## src/design/crdg_pkg.sv

```systemverilog
// Shared types and constants for the camera ray direction generator.
// Used by crdg_nr_step and camera_ray_direction_generator_top; no dependencies.
package crdg_pkg;

  localparam int unsigned LaneW  = 20;   // packed vector component width
  localparam int unsigned MagW   = 35;   // unnormalized component magnitude
  localparam int unsigned LenW   = 6;    // bit length of a magnitude
  localparam int unsigned MantW  = 15;   // normalized magnitude
  localparam int unsigned SumW   = 30;   // sum of squares after range adjust
  localparam int unsigned RecW   = 17;   // reciprocal square root estimate
  localparam int unsigned IdxW   = 30;   // ray buffer index
  localparam int unsigned SmpW   = 7;    // sample counter
  localparam int unsigned DirW   = 16;

  localparam logic [2:0] RegOrigin = 3'd0;
  localparam logic [2:0] RegCorner = 3'd1;
  localparam logic [2:0] RegColStp = 3'd2;
  localparam logic [2:0] RegRowStp = 3'd3;
  localparam logic [2:0] RegWidth  = 3'd4;
  localparam logic [2:0] RegHeight = 3'd5;
  localparam logic [2:0] RegSmpCnt = 3'd6;

  // Item moving through the normalization pipeline.
  typedef struct packed {
    logic                       valid;
    logic [2:0][MantW-1:0]      m;
    logic [2:0]                 neg;
    logic                       zero;
    logic                       e;
    logic [SumW-1:0]            s;
    logic [RecW-1:0]            y;
    logic [IdxW-1:0]            base;
    logic                       oof;
  } crdg_ray_t;

  function automatic logic [RecW-1:0] seed_lookup(input logic [3:0] idx);
    logic [RecW-1:0] r;
    case (idx)
      4'd5:    r = 17'd55889;
      4'd6:    r = 17'd51411;
      4'd7:    r = 17'd47861;
      4'd8:    r = 17'd44957;
      4'd9:    r = 17'd42525;
      4'd10:   r = 17'd40450;
      4'd11:   r = 17'd38651;
      4'd12:   r = 17'd37073;
      4'd13:   r = 17'd35673;
      4'd14:   r = 17'd34421;
      4'd15:   r = 17'd33292;
      default: r = 17'd61789;
    endcase
    return r;
  endfunction

endpackage

```

## src/design/crdg_nr_step.sv

```systemverilog
// One Newton-Raphson step of the reciprocal square root, three register stages.
// Depends on crdg_pkg (crdg_ray_t).
module crdg_nr_step import crdg_pkg::*; (
  input  logic      clk,
  input  logic      rst_n,
  input  logic      en,
  input  crdg_ray_t din,
  output crdg_ray_t dout
);

  crdg_ray_t a_r, b_r, c_r;
  logic [17:0] pa_r;
  logic [33:0] h_r;
  logic [33:0] yy;
  logic [47:0] sp;
  logic [48:0] yt;
  logic [31:0] t;
  crdg_ray_t c_nxt;

  assign yy = {17'd0, din.y} * {17'd0, din.y};
  assign sp = {18'd0, a_r.s} * {30'd0, pa_r};
  assign t  = 32'hC000_0000 - h_r[31:0];
  assign yt = {32'd0, b_r.y} * {17'd0, t};

  always_comb begin
    c_nxt = b_r;
    if (h_r >= 34'h0_C000_0000) begin
      c_nxt.y = '0;
    end else begin
      c_nxt.y = yt[47:31];
    end
  end

  always_ff @(posedge clk) begin
    if (!rst_n) begin
      a_r.valid <= 1'b0;
      b_r.valid <= 1'b0;
      c_r.valid <= 1'b0;
    end else if (en) begin
      a_r  <= din;
      pa_r <= yy[33:16];
      b_r  <= a_r;
      h_r  <= sp[47:14];
      c_r  <= c_nxt;
    end
  end

  assign dout = c_r;

endmodule

```

## config.mk

```make
export PLATFORM = sky130hd
export DESIGN_NAME = crdg_nr_step
export DESIGN_NICKNAME = d
export VERILOG_FILES = /design/src/design/crdg_pkg.sv /design/src/design/crdg_nr_step.sv
export SDC_FILE = /design/constraint.sdc
export NUM_CORES = 2
export LEC_CHECK = 0
export BUFFER_PORTS_ARGS = -buffer_cell sky130_fd_sc_hd__clkbuf_2
export CAP_MARGIN = 20
export CORE_MARGIN = 8
export CORE_UTILIZATION = 60
export CTS_CLUSTER_SIZE = 28
export DETAILED_ROUTE_END_ITERATION = 6
export GPL_TIMING_DRIVEN = 0
export PLACE_DENSITY = 0.84
export SLEW_MARGIN = 20
export SYNTH_ARGS = -nofsm -noshare
export SYNTH_HDL_FRONTEND = slang
export SYNTH_SLANG_ARGS = --single-unit
export TNS_END_PERCENT = 30
```

## constraint.sdc

```tcl
create_clock -name clk -period 16.1 [get_ports clk]
set_clock_uncertainty 0.2 [all_clocks]
set_input_delay 2.415 -clock clk [delete_from_list [all_inputs] [get_ports clk]]
set_output_delay 2.415 -clock clk [all_outputs]
set_load 0.01 [all_outputs]
```

==> results.sh <==
export IMPL_layout_commonest_cell="inv_1"
export IMPL_cts_buffers=48
export IMPL_ant_nets=0
export IMPL_fp_dieH_um=315.9
export IMPL_syn_to_final_growth_pct=8.541
export IMPL_holdWs_ps=193.4
export IMPL_rows=110
export IMPL_slowest_stage="a211oi_1"
export IMPL_cp_top_family="adder cells"
export IMPL_synth_distinct_cells=73
export IMPL_cts_setup_buffers=0
export IMPL_grt_max_degree=60
export IMPL_root_buffer="clkbuf_16"
export IMPL_coreArea_mm2=0.08960
export IMPL_cp_depth=31
export IMPL_hold_buffers=0
export IMPL_whs_path_depth=0
export IMPL_synth_seq_area_share_pct=24.38
export IMPL_die_w_um=315.9
export IMPL_port_buffers=260
export IMPL_synth_nets=6669
export IMPL_grt_pass1_wl_mm=216.3
export IMPL_yosysWarnings=0
export IMPL_h_tree_depth=2
export IMPL_r2r_cells=31
export IMPL_ys_ff_latch=439
export IMPL_routedWlPerCell_um=20.56
export IMPL_worstPathRequired_ps=16220
export IMPL_outcome="finished clean"
export IMPL_nNetsFinal=6987
export IMPL_cp_max_fo=10
export IMPL_rrSetupSlack_ps=4740
export IMPL_drv_slew=0
export IMPL_startpoint_type="flop"
export IMPL_finalHoldViolCount=0
export IMPL_cts_clk_slew_worst_paths_ps=60
export IMPL_reg2reg_from="h_r[0]$_DFFE_PP_"
export IMPL_io_pins=261
export IMPL_synth_main_ff_cell="edfxtp_1"
export IMPL_fin_ws_ps=4738
export IMPL_period_share_pct=70.57
export IMPL_first_global_vias=39882
export IMPL_drv_cap=0
export IMPL_insertion_delay_ps=660
export IMPL_crit_type="reg -> reg"
export IMPL_firstDrtPassIters=6
export IMPL_min_to="dout[122]$_DFFE_PP_"
export IMPL_hold_class="reg -> reg"
export IMPL_route_detailed_drc=0
export IMPL_routed_wl_mm=136.6
export IMPL_period_minus_slack_ps=11360
export IMPL_drtIter0Drc=3060
export IMPL_vias_per_cell=5.500
export IMPL_initial_core_util_pct=60.22
export IMPL_r2r_end="dout[40]$_SDFFCE_PP0P_"
export IMPL_rsz0062_at_grt="false"
export IMPL_relSlewSlack_pct=26.45
export IMPL_cp_common_cell="fa_1"
export IMPL_postCtsResizedCells=0
export IMPL_synth_avg_cell_area_um2=10.56
export IMPL_dp_hpwl_mm=111.9
export IMPL_synth_enable_flop_cells=436
export IMPL_cts_tree="done"
export IMPL_synthArstFlopShare_pct=0
export IMPL_cts_sinks=439
export IMPL_setup_violations=0
export IMPL_hold_start="b_r[122]$_DFFE_PP_"
export IMPL_end_kind="flop"
export IMPL_dp_slack_ps=4856
export IMPL_syn_instance_count=5109
export IMPL_cpPeakStageDelay_ps=880
export IMPL_via_count=36539
export IMPL_gr_total_overflow=0
export IMPL_arrival_ps=11480
export IMPL_syn_area_mm2=0.05395
export IMPL_path_buf_inv=7
export IMPL_layout_drive_gt1_share_pct=6.714
export IMPL_worstMarginPinSlew_ps=1095
export IMPL_final_cell_mix="inv_1, fa_1, nand2_1, edfxtp_1, and2_1"
export IMPL_die_area_mm2=0.09977
export IMPL_place_congestion=0.9885
export IMPL_track_usage_pct=28.29
export IMPL_antenna_found_initial=2
export IMPL_clock_path_buffers=3
export IMPL_timing_fmax_mhz=88.01
## kinds of logic (layout without fill, tap and decap cells)
| family | Yosys count | after routing | synth area share [%] |
|---|---|---|---|
| buffers and inverters | 1452 | 1809 | 10.11 |
| and+or+nand+nor | 1430 | 1430 | 12.39 |
| adders and majority gates | 1428 | 1428 | 48.17 |
| DFF | 439 | 439 | 24.38 |
| AOI/OAI and AO/OA | 243 | 243 | 3.003 |
| xor gates and xnor gates | 110 | 110 | 1.814 |
| muxes | 7 | 7 | 0.1322 |
| other | 0 | 2 | 0 |
## state kept, by name (all words and copies together), names as in the netlist
register	count
dout	129
h_r	34
a_r	129
b_r	129
pa_r	18
## metal layers
layer | wire (um) | vias to the layer above | global-route usage [%] | share of wire [%]
met1 | 49360 | 18272 | 35.22 | 36
met2 | 65200 | 1982 | 46.76 | 48
met5 | 0 | - | 0 | 0
met3 | 13890 | 419 | 6.135 | 10
met4 | 8133 | 0 | 14.43 | 6.0
li1 | - | 15866 | - | -
## stage by stage
stage | instances | TNS (ps) | utilization, % | area (um2)
6_report | 6644 | 0 | 65.36 | 58560
5_1_grt | 6642 | 0 | 65.35 | 58560
4_1_cts | 6642 | 0 | 65.35 | 58560
3_5_place_dp | 6553 | 0 | 63.55 | 56940
3_3_place_gp | 6545 | -339140 | 63.31 | 56730
2_1_floorplan | 5109 | 0 | - | 53950
## area by class of cell
| class | count | area, um2 |
|---|---|---|
| multi-input cells | 3218 | 35350 |
| fillers | 6731 | 31040 |
| flip-flops and latches | 439 | 13150 |
| inverters | 1235 | 4636 |
| repair buffers | 268 | 1514 |
| well taps | 1176 | 1471 |
| clock buffers | 52 | 1216 |
| plain buffers | 217 | 818.3 |
| clock inverters | 37 | 399.1 |
| diodes | 2 | 5.005 |
## worst reg2reg max path, delay by kind of cell (launching register included)
kind	cells	cell delay, ps
AOI/OAI and AO/OA	5	2080
xor gates and xnor gates	2	1170
adders and majority gates	8	3580
buffers and inverters	7	1490
DFF	1	450
and+or+nand+nor	9	2050
## Yosys cell counts, drive strengths merged, types with 4 or more instances
library cell	count	area share (%)
mux2i	6	0.11
a211oi	16	0.22
and3	18	0.21
nor2	59	0.41
inv	1235	8.6
o31ai	4	0.090
a21o	48	0.67
o21ai	35	0.33
nand2b	11	0.13
or2	4	0.046
a211o	5	0.081
o211ai	9	0.13
a31oi	8	0.093
o21a	8	0.11
ha	346	8.0
and4	5	0.081
nand4	10	0.12
fa	1082	40
buf	5	0.042
nor4	5	0.097
nor2b	9	0.10
xnor2	66	1.1
xor2	44	0.73
a21oi	78	0.72
nor3	12	0.11
o21bai	6	0.090
and2	396	4.6
nand3	17	0.18
clkbuf	212	1.5
nand2	867	6.0
or3	5	0.067
edfxtp	436	24
## how the worst max path moves through the flow
stage	from	end
2_1_floorplan	en	a_r[0]$_DFFE_PP_
3_3_place_gp	en	dout[71]$_DFFE_PP_
3_5_place_dp	h_r[0]$_DFFE_PP_	dout[42]$_SDFFCE_PP0P_
4_1_cts	h_r[0]$_DFFE_PP_	dout[42]$_SDFFCE_PP0P_
5_1_grt	h_r[0]$_DFFE_PP_	dout[42]$_SDFFCE_PP0P_
6_report	h_r[0]$_DFFE_PP_	dout[40]$_SDFFCE_PP0P_
Power is left out: the tool's default activity adds up to more than one toggle a clock period on the data nets, which glitch-free logic cannot reach.
